<file path="src/design/pid_wheel_move_controller_assert.svh">
// Assertion helpers shared by the controller and the datapath.
// Both expect clk_i and rst_ni in the scope of the use.
`ifndef PID_WHEEL_MOVE_CONTROLLER_ASSERT_SVH
`define PID_WHEEL_MOVE_CONTROLLER_ASSERT_SVH
`ifndef NO_ASSERTIONS
`define PWMC_ASSERT(lbl, prop, msg) \
  lbl: assert property (@(posedge clk_i) disable iff (!rst_ni) prop) else $error(msg);
`define PWMC_ASSERT_NEVER(lbl, expr, msg) \
  lbl: assert property (@(posedge clk_i) disable iff (!rst_ni) !(expr)) else $error(msg);
`else
`define PWMC_ASSERT(lbl, prop, msg)
`define PWMC_ASSERT_NEVER(lbl, expr, msg)
`endif
`endif

</file>
<file path="src/design/pwmc_pkg.sv">
package pwmc_pkg;

  localparam int CFG_W   = 20;
  localparam int IDX_W   = 3;
  localparam int GAIN_W  = 20;
  localparam int SPD_W   = 15;
  localparam int TOL_W   = 16;
  localparam int TGT_W   = 32;
  localparam int ERR_W   = 33;
  localparam int DIFF_W  = 34;
  localparam int INT_W   = 48;
  localparam int PROD_W  = 68;
  localparam int TERM_W  = 51;
  localparam int ACC_W   = 53;
  localparam int DRV_W   = 16;
  localparam int C_W     = 18;
  localparam int QUO_W   = 18;
  localparam int FRAC_G  = 12;

  localparam logic [PROD_W-1:0] TERM_LIM = PROD_W'(1) << 50;
  localparam logic signed [C_W-1:0] C_MAX = 18'sd65536;
  localparam logic signed [C_W-1:0] C_MIN = -18'sd65536;

  // register map
  typedef enum logic [IDX_W-1:0] {
    CFG_KP_T  = 3'd0,
    CFG_KI_T  = 3'd1,
    CFG_KD_T  = 3'd2,
    CFG_KP_R  = 3'd3,
    CFG_KI_R  = 3'd4,
    CFG_KD_R  = 3'd5,
    CFG_SPEED = 3'd6,
    CFG_TOL   = 3'd7
  } cfg_idx_e;

  // datapath operations issued by the controller
  typedef enum logic [4:0] {
    DP_NONE,
    DP_START,
    DP_LOAD,
    DP_ERR,
    DP_MUL_P,
    DP_MUL_I,
    DP_MUL_D,
    DP_ACC,
    DP_CLAMP,
    DP_C_SAT,
    DP_DIV_INIT,
    DP_DIV_STEP,
    DP_CSET,
    DP_MUL_A,
    DP_MUL_B,
    DP_FIN_B,
    DP_EMIT_DRIVE,
    DP_EMIT_STOP
  } dp_op_e;

  typedef struct packed {
    dp_op_e op;
  } dp_cmd_t;

  typedef struct packed {
    logic rotate;
    logic r_zero;
    logic big_ratio;
    logic within_tol;
    logic out_free;
  } dp_status_t;

endpackage

</file>
<file path="src/design/pwmc_if.sv">
interface pwmc_in_if #(
  parameter int TICK_WIDTH = 24
) ();
  logic                         valid;
  logic                         ready;
  logic                         kind;
  logic                         move_mode;
  logic signed [31:0]           goal_ticks;
  logic signed [TICK_WIDTH-1:0] left_ticks;
  logic signed [TICK_WIDTH-1:0] right_ticks;

  modport source (output valid, kind, move_mode, goal_ticks, left_ticks, right_ticks,
                  input ready);
  modport sink (input valid, kind, move_mode, goal_ticks, left_ticks, right_ticks,
                output ready);
endinterface

interface pwmc_out_if ();
  logic               valid;
  logic               ready;
  logic signed [15:0] left_drive;
  logic signed [15:0] right_drive;
  logic               move_done;
  logic               last;

  modport source (output valid, left_drive, right_drive, move_done, last, input ready);
  modport sink (input valid, left_drive, right_drive, move_done, last, output ready);
endinterface

</file>
<file path="src/design/pid_wheel_move_controller.sv">
// PID wheel move controller. A start transfer (kind 0) loads a translate or rotate move;
// it gives no result. An encoder sample (kind 1) during a move is worked through a
// shared 48x20 multiplier, one PID term per cycle: a translate sample goes through the
// error, PID and clamp states to its drive result; a rotate sample then also has its wheel
// balance kept when the right count is zero, saturated, or recomputed by the bit-serial
// 18-step divider, before its two balance products. A finishing sample also gives a zero
// stop result marked done, loaded once the drive result has left the output register.
// The next input transfer can follow in the cycle after the last result is loaded.
// Samples while idle are dropped. The input stalls only while a sample is in work or a
// result waits behind a full output register.
module pid_wheel_move_controller #(
  parameter int TICK_WIDTH = 24,
  parameter int FRAC_BITS  = 8
) (
  input  logic                       clk_i,
  input  logic                       rst_ni,
  pwmc_in_if.sink                    in_if,
  pwmc_out_if.source                 out_if,
  input  logic                       cfg_we_i,
  input  logic [pwmc_pkg::IDX_W-1:0] cfg_index_i,
  input  logic [pwmc_pkg::CFG_W-1:0] cfg_data_i
);

  pwmc_pkg::dp_cmd_t    cmd;
  pwmc_pkg::dp_status_t status;

  pwmc_ctrl u_ctrl (
    .clk_i      (clk_i),
    .rst_ni     (rst_ni),
    .in_valid_i (in_if.valid),
    .in_kind_i  (in_if.kind),
    .in_ready_o (in_if.ready),
    .status_i   (status),
    .cmd_o      (cmd)
  );

  pwmc_dp #(
    .TICK_WIDTH (TICK_WIDTH),
    .FRAC_BITS  (FRAC_BITS)
  ) u_dp (
    .clk_i          (clk_i),
    .rst_ni         (rst_ni),
    .cmd_i          (cmd),
    .status_o       (status),
    .cfg_we_i       (cfg_we_i),
    .cfg_index_i    (cfg_index_i),
    .cfg_data_i     (cfg_data_i),
    .move_mode_i    (in_if.move_mode),
    .goal_ticks_i   (in_if.goal_ticks),
    .left_ticks_i   (in_if.left_ticks),
    .right_ticks_i  (in_if.right_ticks),
    .out_valid_o    (out_if.valid),
    .out_ready_i    (out_if.ready),
    .left_drive_o   (out_if.left_drive),
    .right_drive_o  (out_if.right_drive),
    .move_done_o    (out_if.move_done),
    .last_o         (out_if.last)
  );

endmodule

</file>
<file path="src/design/pwmc_dp.sv">
`include "pid_wheel_move_controller_assert.svh"

module pwmc_dp #(
  parameter int TICK_WIDTH = 24,
  parameter int FRAC_BITS  = 8
) (
  input  logic                         clk_i,
  input  logic                         rst_ni,
  input  pwmc_pkg::dp_cmd_t            cmd_i,
  output pwmc_pkg::dp_status_t         status_o,
  input  logic                         cfg_we_i,
  input  logic [pwmc_pkg::IDX_W-1:0]   cfg_index_i,
  input  logic [pwmc_pkg::CFG_W-1:0]   cfg_data_i,
  input  logic                         move_mode_i,
  input  logic signed [31:0]           goal_ticks_i,
  input  logic signed [TICK_WIDTH-1:0] left_ticks_i,
  input  logic signed [TICK_WIDTH-1:0] right_ticks_i,
  output logic                         out_valid_o,
  input  logic                         out_ready_i,
  output logic signed [15:0]           left_drive_o,
  output logic signed [15:0]           right_drive_o,
  output logic                         move_done_o,
  output logic                         last_o
);

  localparam int TW = TICK_WIDTH;
  localparam int PW = TICK_WIDTH + FRAC_BITS + 2;
  localparam int EW = ((PW > 33) ? PW : 33) + 1;
  localparam logic signed [EW-1:0] EMAX = EW'(64'sd4294967295);
  localparam logic signed [EW-1:0] EMIN = EW'(-64'sd4294967296);

  // configuration
  logic [19:0] kp_t_q, ki_t_q, kd_t_q, kp_r_q, ki_r_q, kd_r_q;
  logic [14:0] speed_q;
  logic [15:0] tol_q;

  // move state
  logic                      rotate_q, rev_q;
  logic [31:0]               tmag_q;
  logic signed [47:0]        int_q;
  logic signed [32:0]        prev_q;
  logic signed [17:0]        c_q;

  // working registers
  logic signed [TW-1:0]      l_q, r_q;
  logic signed [32:0]        err_q;
  logic signed [33:0]        diff_q;
  logic [67:0]               prod_q;
  logic                      psign_q;
  logic signed [52:0]        acc_q;
  logic signed [15:0]        u_q;
  logic signed [15:0]        left_q, right_q;
  logic [TW+15:0]            rem_q;
  logic [TW+17:0]            dsh_q;
  logic [17:0]               quo_q;

  logic                      out_valid_q;
  logic signed [15:0]        out_l_q, out_r_q;
  logic                      out_done_q, out_last_q;

  logic [TW-1:0]             lmag, rmag;
  logic [TW:0]               msum;
  logic signed [TW:0]        tsum;
  logic signed [PW-1:0]      prog_base, prog;
  logic signed [EW-1:0]      ediff;
  logic signed [32:0]        err_d;
  logic signed [48:0]        isum;
  logic signed [47:0]        int_d;
  logic signed [33:0]        diff_d;
  logic [32:0]               emag;
  logic [47:0]               imag;
  logic [33:0]               dmag;
  logic [15:0]               umag;
  logic [47:0]               mul_a;
  logic [19:0]               mul_b;
  logic                      mul_sign;
  logic [19:0]               kp_sel, ki_sel, kd_sel;
  logic signed [19:0]        fa, fb;
  logic [50:0]               tmag;
  logic signed [52:0]        term;
  logic signed [52:0]        ash, lim;
  logic signed [15:0]        u_d;
  logic                      div_ge;
  logic signed [19:0]        cd;
  logic [31:0]               tgt_mag;

  // magnitude on a rotation product, shift, direction and saturation
  function automatic logic signed [15:0] rot_drive(logic [67:0] p, logic neg_p, logic flip);
    logic signed [35:0] ps, sh, v;
    begin
      ps = neg_p ? -$signed(p[35:0]) : $signed(p[35:0]);
      sh = ps >>> 17;
      v  = flip ? -sh : sh;
      if (v > 36'sd32767) begin
        rot_drive = 16'sh7fff;
      end else if (v < -36'sd32768) begin
        rot_drive = -16'sd32768;
      end else begin
        rot_drive = v[15:0];
      end
    end
  endfunction

  // progress and error
  always_comb begin
    lmag      = l_q[TW-1] ? TW'(-l_q) : TW'(l_q);
    rmag      = r_q[TW-1] ? TW'(-r_q) : TW'(r_q);
    msum      = {1'b0, lmag} + {1'b0, rmag};
    tsum      = $signed({l_q[TW-1], l_q}) + $signed({r_q[TW-1], r_q});
    prog_base = rotate_q ? $signed({{(PW-TW-1){1'b0}}, msum}) : PW'(tsum);
    prog      = (prog_base <<< FRAC_BITS) >>> 1;
    ediff     = $signed({{(EW-32){1'b0}}, tmag_q}) - EW'(prog);
    if (ediff > EMAX) begin
      err_d = 33'sh0ffffffff;
    end else if (ediff < EMIN) begin
      err_d = -33'sh100000000;
    end else begin
      err_d = ediff[32:0];
    end
    isum = 49'(int_q) + 49'(err_d);
    if (isum[48] != isum[47]) begin
      int_d = isum[48] ? {1'b1, 47'b0} : {1'b0, {47{1'b1}}};
    end else begin
      int_d = isum[47:0];
    end
    diff_d  = 34'(err_d) - 34'(prev_q);
    tgt_mag = goal_ticks_i[31] ? 32'(-goal_ticks_i) : 32'(goal_ticks_i);
  end

  // multiplier operand selection
  always_comb begin
    emag   = err_q[32] ? 33'(-err_q) : 33'(err_q);
    imag   = int_q[47] ? 48'(-int_q) : 48'(int_q);
    dmag   = diff_q[33] ? 34'(-diff_q) : 34'(diff_q);
    umag   = u_q[15] ? 16'(-u_q) : 16'(u_q);
    kp_sel = rotate_q ? kp_r_q : kp_t_q;
    ki_sel = rotate_q ? ki_r_q : ki_t_q;
    kd_sel = rotate_q ? kd_r_q : kd_t_q;
    fa     = 20'sd131072 + 20'(c_q);
    fb     = 20'sd131072 - 20'(c_q);
    mul_a    = '0;
    mul_b    = '0;
    mul_sign = 1'b0;
    case (cmd_i.op)
      pwmc_pkg::DP_MUL_P: begin
        mul_a = 48'(emag); mul_b = kp_sel; mul_sign = err_q[32];
      end
      pwmc_pkg::DP_MUL_I: begin
        mul_a = imag; mul_b = ki_sel; mul_sign = int_q[47];
      end
      pwmc_pkg::DP_MUL_D: begin
        mul_a = 48'(dmag); mul_b = kd_sel; mul_sign = diff_q[33];
      end
      pwmc_pkg::DP_MUL_A: begin
        mul_a = 48'(umag); mul_b = fa; mul_sign = u_q[15];
      end
      pwmc_pkg::DP_MUL_B: begin
        mul_a = 48'(umag); mul_b = fb; mul_sign = u_q[15];
      end
      default: begin
        mul_a = '0;
      end
    endcase
  end

  // saturated PID term, output clamp, divider compare, balance update
  always_comb begin
    tmag   = (prod_q > pwmc_pkg::TERM_LIM) ? 51'(pwmc_pkg::TERM_LIM) : prod_q[50:0];
    term   = psign_q ? -$signed({2'b0, tmag}) : $signed({2'b0, tmag});
    ash    = acc_q >>> pwmc_pkg::FRAC_G;
    lim    = $signed({38'b0, speed_q});
    if (ash > lim) begin
      u_d = lim[15:0];
    end else if (ash < -lim) begin
      u_d = 16'(-lim);
    end else begin
      u_d = ash[15:0];
    end
    div_ge = {2'b0, rem_q} >= dsh_q;
    cd     = 20'sd65536 - $signed({2'b0, quo_q});
  end

  // configuration writes
  always_ff @(posedge clk_i or negedge rst_ni) begin
    if (!rst_ni) begin
      kp_t_q  <= 20'd3277;
      ki_t_q  <= 20'd10;
      kd_t_q  <= 20'd16384;
      kp_r_q  <= 20'd4096;
      ki_r_q  <= 20'd0;
      kd_r_q  <= 20'd0;
      speed_q <= 15'd768;
      tol_q   <= 16'd768;
    end else if (cfg_we_i) begin
      case (pwmc_pkg::cfg_idx_e'(cfg_index_i))
        pwmc_pkg::CFG_KP_T:  kp_t_q  <= cfg_data_i;
        pwmc_pkg::CFG_KI_T:  ki_t_q  <= cfg_data_i;
        pwmc_pkg::CFG_KD_T:  kd_t_q  <= cfg_data_i;
        pwmc_pkg::CFG_KP_R:  kp_r_q  <= cfg_data_i;
        pwmc_pkg::CFG_KI_R:  ki_r_q  <= cfg_data_i;
        pwmc_pkg::CFG_KD_R:  kd_r_q  <= cfg_data_i;
        pwmc_pkg::CFG_SPEED: speed_q <= cfg_data_i[14:0];
        pwmc_pkg::CFG_TOL:   tol_q   <= cfg_data_i[15:0];
        default: ;
      endcase
    end
  end

  // move state
  always_ff @(posedge clk_i or negedge rst_ni) begin
    if (!rst_ni) begin
      rotate_q <= 1'b0;
      rev_q    <= 1'b0;
      tmag_q   <= '0;
      int_q    <= '0;
      prev_q   <= '0;
      c_q      <= '0;
    end else begin
      case (cmd_i.op)
        pwmc_pkg::DP_START: begin
          rotate_q <= move_mode_i;
          rev_q    <= goal_ticks_i[31] || (goal_ticks_i == 32'sd0);
          tmag_q   <= tgt_mag;
          int_q    <= '0;
          prev_q   <= '0;
          c_q      <= '0;
        end
        pwmc_pkg::DP_ERR: begin
          int_q  <= int_d;
          prev_q <= err_d;
        end
        pwmc_pkg::DP_C_SAT: c_q <= pwmc_pkg::C_MIN;
        pwmc_pkg::DP_CSET: c_q <= (cd < -20'sd65536) ? pwmc_pkg::C_MIN : cd[17:0];
        default: ;
      endcase
    end
  end

  // working registers, one operation per cycle
  always_ff @(posedge clk_i) begin
    prod_q  <= {20'b0, mul_a} * {48'b0, mul_b};
    psign_q <= mul_sign;
    case (cmd_i.op)
      pwmc_pkg::DP_LOAD: begin
        l_q <= left_ticks_i;
        r_q <= right_ticks_i;
      end
      pwmc_pkg::DP_ERR: begin
        err_q  <= err_d;
        diff_q <= diff_d;
      end
      pwmc_pkg::DP_MUL_I: acc_q <= term;
      pwmc_pkg::DP_MUL_D: acc_q <= acc_q + term;
      pwmc_pkg::DP_ACC:   acc_q <= acc_q + term;
      pwmc_pkg::DP_CLAMP: begin
        u_q     <= u_d;
        left_q  <= rev_q ? -u_d : u_d;
        right_q <= rev_q ? -u_d : u_d;
      end
      pwmc_pkg::DP_DIV_INIT: begin
        rem_q <= {lmag, 16'b0};
        dsh_q <= {1'b0, rmag, 17'b0};
        quo_q <= '0;
      end
      pwmc_pkg::DP_DIV_STEP: begin
        if (div_ge) begin
          rem_q <= rem_q - dsh_q[TW+15:0];
        end
        quo_q <= {quo_q[16:0], div_ge};
        dsh_q <= dsh_q >> 1;
      end
      pwmc_pkg::DP_MUL_B: left_q  <= rot_drive(prod_q, psign_q, !rev_q);
      pwmc_pkg::DP_FIN_B: right_q <= rot_drive(prod_q, psign_q, rev_q);
      default: ;
    endcase
  end

  // output register: load on emit, drop on transfer
  always_ff @(posedge clk_i or negedge rst_ni) begin
    if (!rst_ni) begin
      out_valid_q <= 1'b0;
    end else if (cmd_i.op == pwmc_pkg::DP_EMIT_DRIVE || cmd_i.op == pwmc_pkg::DP_EMIT_STOP) begin
      out_valid_q <= 1'b1;
    end else if (out_ready_i) begin
      out_valid_q <= 1'b0;
    end
  end

  always_ff @(posedge clk_i) begin
    if (cmd_i.op == pwmc_pkg::DP_EMIT_DRIVE) begin
      out_l_q    <= left_q;
      out_r_q    <= right_q;
      out_done_q <= 1'b0;
      out_last_q <= !status_o.within_tol;
    end else if (cmd_i.op == pwmc_pkg::DP_EMIT_STOP) begin
      out_l_q    <= '0;
      out_r_q    <= '0;
      out_done_q <= 1'b1;
      out_last_q <= 1'b1;
    end
  end

  assign status_o.rotate     = rotate_q;
  assign status_o.r_zero     = (r_q == '0);
  assign status_o.big_ratio  = {2'b0, lmag} >= {rmag, 2'b00};
  assign status_o.within_tol = emag <= {17'b0, tol_q};
  assign status_o.out_free   = !out_valid_q || out_ready_i;

  assign out_valid_o   = out_valid_q;
  assign left_drive_o  = out_l_q;
  assign right_drive_o = out_r_q;
  assign move_done_o   = out_done_q;
  assign last_o        = out_last_q;

  `PWMC_ASSERT(a_c_range, (c_q <= pwmc_pkg::C_MAX) && (c_q >= pwmc_pkg::C_MIN), "balance out of range")
  `PWMC_ASSERT(a_stop_out, (cmd_i.op == pwmc_pkg::DP_EMIT_STOP) |=> (out_valid_q && out_done_q && out_last_q), "stop not shown")
  `PWMC_ASSERT(a_drive_out, (cmd_i.op == pwmc_pkg::DP_EMIT_DRIVE) |=> (out_valid_q && !out_done_q), "drive not shown")

endmodule

</file>
<file path="src/design/pwmc_ctrl.sv">
`include "pid_wheel_move_controller_assert.svh"

module pwmc_ctrl (
  input  logic                 clk_i,
  input  logic                 rst_ni,
  input  logic                 in_valid_i,
  input  logic                 in_kind_i,
  output logic                 in_ready_o,
  input  pwmc_pkg::dp_status_t status_i,
  output pwmc_pkg::dp_cmd_t    cmd_o
);

  typedef enum logic [14:0] {
    ST_IDLE  = 15'h0001,
    ST_ERR   = 15'h0002,
    ST_MP    = 15'h0004,
    ST_MI    = 15'h0008,
    ST_MD    = 15'h0010,
    ST_MACC  = 15'h0020,
    ST_CLAMP = 15'h0040,
    ST_DIVI  = 15'h0080,
    ST_DIV   = 15'h0100,
    ST_CSET  = 15'h0200,
    ST_MA    = 15'h0400,
    ST_MB    = 15'h0800,
    ST_FINB  = 15'h1000,
    ST_EMIT  = 15'h2000,
    ST_STOP  = 15'h4000
  } state_e;

  state_e      state_q, state_d;
  logic        active_q, active_d;
  logic [4:0]  cnt_q, cnt_d;
  logic        xfer;

  assign in_ready_o = (state_q == ST_IDLE);
  assign xfer       = in_valid_i && in_ready_o;

  // sequence a start, or one sample through error, PID, balance, emit and stop
  always_comb begin
    state_d    = state_q;
    active_d   = active_q;
    cnt_d      = cnt_q;
    cmd_o.op   = pwmc_pkg::DP_NONE;
    case (state_q)
      ST_IDLE: begin
        if (xfer && !in_kind_i) begin
          cmd_o.op = pwmc_pkg::DP_START;
          active_d = 1'b1;
        end else if (xfer && active_q) begin
          cmd_o.op = pwmc_pkg::DP_LOAD;
          state_d  = ST_ERR;
        end
      end
      ST_ERR: begin
        cmd_o.op = pwmc_pkg::DP_ERR;
        state_d  = ST_MP;
      end
      ST_MP: begin
        cmd_o.op = pwmc_pkg::DP_MUL_P;
        state_d  = ST_MI;
      end
      ST_MI: begin
        cmd_o.op = pwmc_pkg::DP_MUL_I;
        state_d  = ST_MD;
      end
      ST_MD: begin
        cmd_o.op = pwmc_pkg::DP_MUL_D;
        state_d  = ST_MACC;
      end
      ST_MACC: begin
        cmd_o.op = pwmc_pkg::DP_ACC;
        state_d  = ST_CLAMP;
      end
      ST_CLAMP: begin
        cmd_o.op = pwmc_pkg::DP_CLAMP;
        if (!status_i.rotate) begin
          state_d = ST_EMIT;
        end else if (status_i.r_zero) begin
          state_d = ST_MA;
        end else begin
          state_d = ST_DIVI;
        end
      end
      ST_DIVI: begin
        if (status_i.big_ratio) begin
          cmd_o.op = pwmc_pkg::DP_C_SAT;
          state_d  = ST_MA;
        end else begin
          cmd_o.op = pwmc_pkg::DP_DIV_INIT;
          cnt_d    = 5'd17;
          state_d  = ST_DIV;
        end
      end
      ST_DIV: begin
        cmd_o.op = pwmc_pkg::DP_DIV_STEP;
        if (cnt_q == 5'd0) begin
          state_d = ST_CSET;
        end else begin
          cnt_d = cnt_q - 5'd1;
        end
      end
      ST_CSET: begin
        cmd_o.op = pwmc_pkg::DP_CSET;
        state_d  = ST_MA;
      end
      ST_MA: begin
        cmd_o.op = pwmc_pkg::DP_MUL_A;
        state_d  = ST_MB;
      end
      ST_MB: begin
        cmd_o.op = pwmc_pkg::DP_MUL_B;
        state_d  = ST_FINB;
      end
      ST_FINB: begin
        cmd_o.op = pwmc_pkg::DP_FIN_B;
        state_d  = ST_EMIT;
      end
      ST_EMIT: begin
        if (status_i.out_free) begin
          cmd_o.op = pwmc_pkg::DP_EMIT_DRIVE;
          if (status_i.within_tol) begin
            active_d = 1'b0;
            state_d  = ST_STOP;
          end else begin
            state_d = ST_IDLE;
          end
        end
      end
      ST_STOP: begin
        if (status_i.out_free) begin
          cmd_o.op = pwmc_pkg::DP_EMIT_STOP;
          state_d  = ST_IDLE;
        end
      end
      default: begin
        state_d = ST_IDLE;
      end
    endcase
  end

  always_ff @(posedge clk_i or negedge rst_ni) begin
    if (!rst_ni) begin
      state_q  <= ST_IDLE;
      active_q <= 1'b0;
      cnt_q    <= '0;
    end else begin
      state_q  <= state_d;
      active_q <= active_d;
      cnt_q    <= cnt_d;
    end
  end

  `PWMC_ASSERT(a_stop_idle, (state_q == ST_STOP) |-> !active_q, "stop while move active")
  `PWMC_ASSERT_NEVER(a_cnt_range, (state_q == ST_DIV) && (cnt_q > 5'd17), "divider count overrun")
  `PWMC_ASSERT(a_done_stop, (state_q == ST_EMIT && status_i.out_free && status_i.within_tol) |=> (state_q == ST_STOP), "finished move without stop")

endmodule
</file>
<file path="src/flat_wrapper.sv">
// flat-port wrapper written by rule: the top's interface ports become plain ports
module pid_wheel_move_controller_flat 
#(
  parameter int TICK_WIDTH = 24,
  parameter int FRAC_BITS  = 8
)
  (clk_i, rst_ni, cfg_we_i, cfg_index_i, cfg_data_i, in_if_valid, in_if_kind, in_if_move_mode, in_if_goal_ticks, in_if_left_ticks, in_if_right_ticks, in_if_ready, out_if_valid, out_if_left_drive, out_if_right_drive, out_if_move_done, out_if_last, out_if_ready);
  pwmc_in_if #(.TICK_WIDTH(TICK_WIDTH)) in_if_i ();
  pwmc_out_if out_if_i ();
  input  logic clk_i;
  input  logic rst_ni;
  input  logic cfg_we_i;
  input  logic [pwmc_pkg::IDX_W-1:0] cfg_index_i;
  input  logic [pwmc_pkg::CFG_W-1:0] cfg_data_i;
  input wire logic [$bits(in_if_i.valid)-1:0] in_if_valid;
  input wire logic [$bits(in_if_i.kind)-1:0] in_if_kind;
  input wire logic [$bits(in_if_i.move_mode)-1:0] in_if_move_mode;
  input wire logic [$bits(in_if_i.goal_ticks)-1:0] in_if_goal_ticks;
  input wire logic [$bits(in_if_i.left_ticks)-1:0] in_if_left_ticks;
  input wire logic [$bits(in_if_i.right_ticks)-1:0] in_if_right_ticks;
  output wire logic [$bits(in_if_i.ready)-1:0] in_if_ready;
  output wire logic [$bits(out_if_i.valid)-1:0] out_if_valid;
  output wire logic [$bits(out_if_i.left_drive)-1:0] out_if_left_drive;
  output wire logic [$bits(out_if_i.right_drive)-1:0] out_if_right_drive;
  output wire logic [$bits(out_if_i.move_done)-1:0] out_if_move_done;
  output wire logic [$bits(out_if_i.last)-1:0] out_if_last;
  input wire logic [$bits(out_if_i.ready)-1:0] out_if_ready;
  assign in_if_i.valid = in_if_valid;
  assign in_if_i.kind = in_if_kind;
  assign in_if_i.move_mode = in_if_move_mode;
  assign in_if_i.goal_ticks = in_if_goal_ticks;
  assign in_if_i.left_ticks = in_if_left_ticks;
  assign in_if_i.right_ticks = in_if_right_ticks;
  assign in_if_ready = in_if_i.ready;
  assign out_if_valid = out_if_i.valid;
  assign out_if_left_drive = out_if_i.left_drive;
  assign out_if_right_drive = out_if_i.right_drive;
  assign out_if_move_done = out_if_i.move_done;
  assign out_if_last = out_if_i.last;
  assign out_if_i.ready = out_if_ready;
  pid_wheel_move_controller #(.TICK_WIDTH(TICK_WIDTH), .FRAC_BITS(FRAC_BITS)) u_core (.clk_i(clk_i), .rst_ni(rst_ni), .in_if(in_if_i), .out_if(out_if_i), .cfg_we_i(cfg_we_i), .cfg_index_i(cfg_index_i), .cfg_data_i(cfg_data_i));
endmodule
</file>
<file path="config.mk">
export PLATFORM = sky130hd
export DESIGN_NAME = pid_wheel_move_controller_flat
export DESIGN_NICKNAME = d
export VERILOG_FILES = /design/src/design/pwmc_pkg.sv /design/src/design/pwmc_if.sv /design/src/design/pid_wheel_move_controller.sv /design/src/design/pwmc_dp.sv /design/src/design/pwmc_ctrl.sv /design/src/flat_wrapper.sv
export VERILOG_INCLUDE_DIRS = /design/src /design/src/design
export SDC_FILE = /design/constraint.sdc
export NUM_CORES = 2
export LEC_CHECK = 0
export ABC_AREA = 1
export BUFFER_PORTS_ARGS = -buffer_cell sky130_fd_sc_hd__buf_2
export CORE_AREA = 2 2 504 356
export DETAILED_ROUTE_END_ITERATION = 6
export DIE_AREA = 0 0 506 358
export GPL_ROUTABILITY_DRIVEN = 0
export MAX_ROUTING_LAYER = met4
export PLACE_DENSITY_LB_ADDON = 0.12
export SYNTH_ARGS = -nofsm -noshare
export SYNTH_HDL_FRONTEND = slang
export SYNTH_HIERARCHICAL = 1
export SYNTH_SLANG_ARGS = --single-unit
</file>
<file path="constraint.sdc">
create_clock -name clk_i -period 12 [get_ports clk_i]
set_input_delay 0.6 -clock clk_i [delete_from_list [all_inputs] [get_ports clk_i]]
set_output_delay 0.6 -clock clk_i [all_outputs]
set_load 0.02 [all_outputs]
</file>
Yosys cells after proc, flatten, opt, wreduce, memory -nomap -nowiden

Cells that the tools add are included.

Register bits: 725
Input bits: 110
Output and inout port bits: 36
Logic and storage cells: 230

Add/subtract/negate cells: 23
Multipliers: 1
$lt $le $gt $ge: 13
Equality and inequality tests: 50
Mux-type cells: 71
Reduce and logical (&&, ||, !) cells: 37

Operator list:

| kind                 | number |
|---|---|
| $pmux 15 s15         | 1 |
| $pmux 48 s4          | 1 |
| $mux 16              | 11 |
| $mux 48              | 3 |
| $mux 36              | 3 |
| $pmux 53 s2          | 1 |
| $pmux 20 s5          | 1 |
| $mux 33              | 3 |
| $pmux 48 s2          | 1 |
| $mux 15              | 6 |
| $pmux 42 s2          | 1 |
| $pmux 40 s2          | 1 |
| $pmux 5 s15          | 1 |
| $gt 36x16->1 const B | 2 |
| $lt 36x16->1 const B | 2 |
| $gt 68x51->1 const B | 1 |
| $mul 48x20->68       | 1 |
| $sub 33x33->34       | 2 |
| $pmux 33 s2          | 1 |
| $pmux 16 s2          | 2 |
| $mux 20              | 3 |
| $pmux 18 s3          | 1 |
| $add 53x53->53       | 1 |
| $lt 41x53->1         | 1 |
| 81 further kinds     | 144 |

Longest topological paths before layout

Depth after elaboration: 12
Gate-level depth with buffers: 68
Depth with buffers taken out: 65

Hierarchy

Netlist, hierarchy kept.

Modules (own cells, without submodules):

| module    | instances | cells an instance | area each (µm²) | sequential area each (µm²) |
|---|---|---|---|---|
| pwmc_dp   | 1         | 11,318            | 84,601.1        | 19,002.0 |
| pwmc_ctrl | 1         | 205               | 1,480.2         | 526.8 |

Least setup slack after synthesis

OpenSTA, ideal clock, no wires.

Kind: flip-flop to flip-flop
From: register u_core.u_dp.r_q[1]
To: register u_core.u_dp.prod_q[67]
Library setup time: 0.072 ns
Arrival: 10.356 ns
Required time: 11.928 ns
Path slack: 1.573 ns
Stages on the path, launching flop included: 60
Path buffers: 2
Clock period less this slack: 10.427 ns
Cells stage by stage: edfxtp_1 -> inv_1 -> nand3_1 -> nor3_2 -> nand2_1 -> nor2_1 -> nand4_1 -> o31ai_1 -> xor2_1 -> inv_1 -> ha_1 -> nand3_1 -> inv_1 -> nand3_1 -> nor2_1 -> nand3b_1 -> nand4_1 -> inv_1 -> (+24 left out) -> fa_1 -> inv_1 -> fa_1 -> fa_1 -> ha_1 -> a21oi_1 -> inv_1 -> a21oi_1 -> a21boi_0 -> o21bai_1 -> a21oi_1 -> o21bai_1 -> nand2_1 -> nand2_1 -> nand2_1 -> o211ai_1 -> a21oi_1 -> xor2_1

RTL lines:

| item                   | line           | source |
|---|---|---|
| from (decl)            | pwmc_dp.sv:45  | `logic signed [TW-1:0] l_q, r_q;` |
| from (signal assigned) | pwmc_dp.sv:246 | `r_q <= right_ticks_i;` |
| to (signal assigned)   | pwmc_dp.sv:241 | `prod_q <= {20'b0, mul_a} * {48'b0, mul_b};` |
| to (decl)              | pwmc_dp.sv:48  | `logic [67:0] prod_q;` |

==> flow_summary.yaml <==
grt:
  grt_max_degree: 88
  antenna_found_initial: 14
  grt_pass1_vias: 76000
  grt_pass1_wl_um: 464000
  grt-ovfl-total: 0
  track_usage: 0.342
synth:
  synth.area.top_cells: "fa_1, nand2_1, edfxtp_1, inv_1, dfrtp_1"
  synth_edf_count: 348
  synth_area_per_cell_um2: 7.47
  synth_top_area_cell: "fa_1"
  ys_seq_area_frac: 0.227
  synth_warnings: 6
  synth_compound_area_frac: 0.114
  ys_ff_latch: 724
  synthSimpleGateAreaFrac: 0.238
  synthArstFlopShare: 0.423
  postSynthCellCount: 11500
  synth_area_um2: 86100
  synth_xor_area_frac: 0.0403
  synth_cell_type_count: 80
  synth_ff_type: "edfxtp_1"
  synth_top_family_by_area: "adder cells"
  synth_mux_area_frac: 0.000131
  syn_nets: 13000
  synthAdderAreaFrac: 0.271
  synth_top_area_frac: 0.193
setup_path:
  crit_path_max_incr_delay_ns: 0.56
  required_ns: 12.62
  setup.reg_to_reg.worst_slack_ns: 0.45
  cp_num_buf_inv: 19
  cp-start-kind: "register"
  crit_family: "adder cells"
  arrival_ns: 12.17
  cp_slowest_cell: "fa_1"
  cp_max_fo: 13
  worstSetupEndpointType: "register"
  path_class: "register to register"
sta:
  period_needed_ns: 11.55
  slew_violations: 0
  tns_ns: 0
  post-route-period-util: 0.962
  finClkSkew_ns: 0.0437
  hold_violations: 0
  clock.fmax_mhz: 86.6
  slew_headroom: 0.103
  tightestPinTransition_ns: 1.33
  setup_ws_ns: 0.454
  finalSetupViolCount: 0
detailed_routing:
  drc: 9
  final_antenna_net_count: 0
  drtIter0Drc: 10100
  vias_per_cell: 5.68
  num_vias: 81200
  first_pass_iters: 7
  wl_per_cell_um: 21.6
  totalWireLength_um: 308000
final_layout:
  area_growth_pct: 11.7
  layout_commonest_cell: "nand2_1"
  final_cell_mix: "nand2_1, inv_1, nor2_1"
  finalNetCount: 13300
  drive_gt1_frac: 0.0995
  nFillCells: 16700
floorplan:
  num_rows: 129
  pin_count: 146
  dieArea_um2: 181000
  die_x_um: 506
  die_h_um: 358
  start_util: 0.489
  coreArea_um2: 176000
clocking:
  clock_latency_ns: 0.72
  clk_pin_slew_ns: 0.07
  cts-root-buf: "clkbuf_16"
  clock_path_buffers: 3
  cts_made_buffers: 77
  clock_sinks: 724
  cts_tree: "built"
  htreeDepth: 3
place:
  preCtsSetupSlack_ns: -0.257
  io_buffers: 145
  dp_hpwl_um: 245000
power:
  max-vdd-ir-drop_mv: 0.735
  p_leak_nw: 49.1
  p_total_mw: 18.6
  power.density_nw_per_um2: 193
outcome:
  violations: "design-rule violations"
  outcome: "finished with violations"
worst_hold_path:
  hp-class: "input port to register"
job:
  drv_cap: 0
-- area by class of cell --
| type | instances | area, um^2 | area share |
|---|---|---|---|
| Clock inverter | 34 | 435 | 0.00453 |
| Multi-Input combinational cell | 8426 | 58200 | 0.606 |
| Clock buffer | 107 | 2170 | 0.0226 |
| Sequential cell | 724 | 19500 | 0.203 |
| Timing Repair Buffer | 615 | 5220 | 0.0543 |
| Tap cell | 2358 | 2950 | 0.0307 |
| Inverter | 2004 | 7570 | 0.0787 |
| Antenna cell | 10 | 25.0 | 0.000260 |
-- final timing paths --
path | start | end | cells after the start
hold reg to reg | u_core/u_dp/prev_q[8] | u_core/u_dp/prev_q[8] | 2
max in group asynchronous | rst_ni | u_core/u_dp/out_valid_o | 5
setup / recovery | u_core/u_dp/r_q[0] | u_core/u_dp/prod_q[66] | 60
setup reg to reg | u_core/u_dp/r_q[0] | u_core/u_dp/prod_q[66] | 60
min in group asynchronous | rst_ni | u_core/u_dp/tmag_q[17] | 2
hold / removal | in_if_right_ticks[7] | u_core/u_dp/r_q[7] | 1
-- worst reg2reg max path: cells and delay by family (launching register included) --
kind / cells / cell delay, ns
flops: 1 / 0.43
buf+inv: 19 / 2.29
simple gates: 24 / 3.19
compound gates: 6 / 0.86
fa+ha+maj: 9 / 4.29
xor+xnor: 2 / 0.37
-- power by group --
group	switching (mW)	internal, mW
Sequential	0.364	3.35
Combinational	8.50	3.78
Clock	1.12	1.45
Total	9.99	8.58
-- cells by family (layout without fill, tap and decap cells) --
family	after synthesis	count (layout)
adders and majority gates	1368	1368
DFF	724	724
AOI/OAI and AO/OA	1787	1787
and+or+nand+nor	4877	4877
buffers and inverters	2373	2760
muxes	1	1
xor gates and xnor gates	393	393
other	0	10
-- registers in the layout, indices dropped and copies added, names as in the netlist, 33 cells and up --
name and cells:
u_core/u_dp/dsh_q 41, u_core/u_dp/prev_q 33, u_core/u_dp/diff_q 34, u_core/u_dp/rem_q 40
u_core/u_dp/prod_q 68, u_core/u_dp/err_q 33, u_core/u_dp/acc_q 53, u_core/u_dp/int_q 48
-- routing by layer --
layer	routed length, um	track usage
met1	138000	0.506
met2	122000	0.466
met3	38400	0.0821
met4	9560	0.0836
met5	0	-
-- cells in the mapped netlist (65+ instances only) --
library cell and instances:
nand3_1 459, a21oi_1 600, nor2_1 1033, nor3_1 116, o21ai_0 751, nand4_1 146, xnor2_1 120, buf_2 71
dfxtp_1 70, xor2_1 269, clkbuf_1 221, ha_1 537, a31oi_1 109, fa_1 831, or2_2 65, inv_1 1956
edfxtp_1 348, nand2_1 2812, dfrtp_1 290
-- per-stage QoR --
stage | area (um^2) | util | instances | hold WS [ns]
after floorplan | 86100 | - | 11500 | 0.304
after CTS | 94500 | 0.537 | 14200 | 0.0161
after global routing | 96100 | 0.546 | 14300 | 0.0421
after detailed placement | 91900 | 0.522 | 14100 | 0.465
final | 96100 | 0.546 | 14300 | 0.0535
after global placement | 91900 | 0.522 | 14100 | 0.454
-- timing repair --
item / in CTS / in global routing
hold endpoints to repair: 73 / 0
setup endpoints to repair: 32 / 50
gates cloned: 0 / 8
gates resized for setup: 12 / 239
setup buffers: 3 / 49
hold buffers: 1 / 0
pin swaps: 3 / 91
Note: power is estimated with default switching activity, not from simulation.
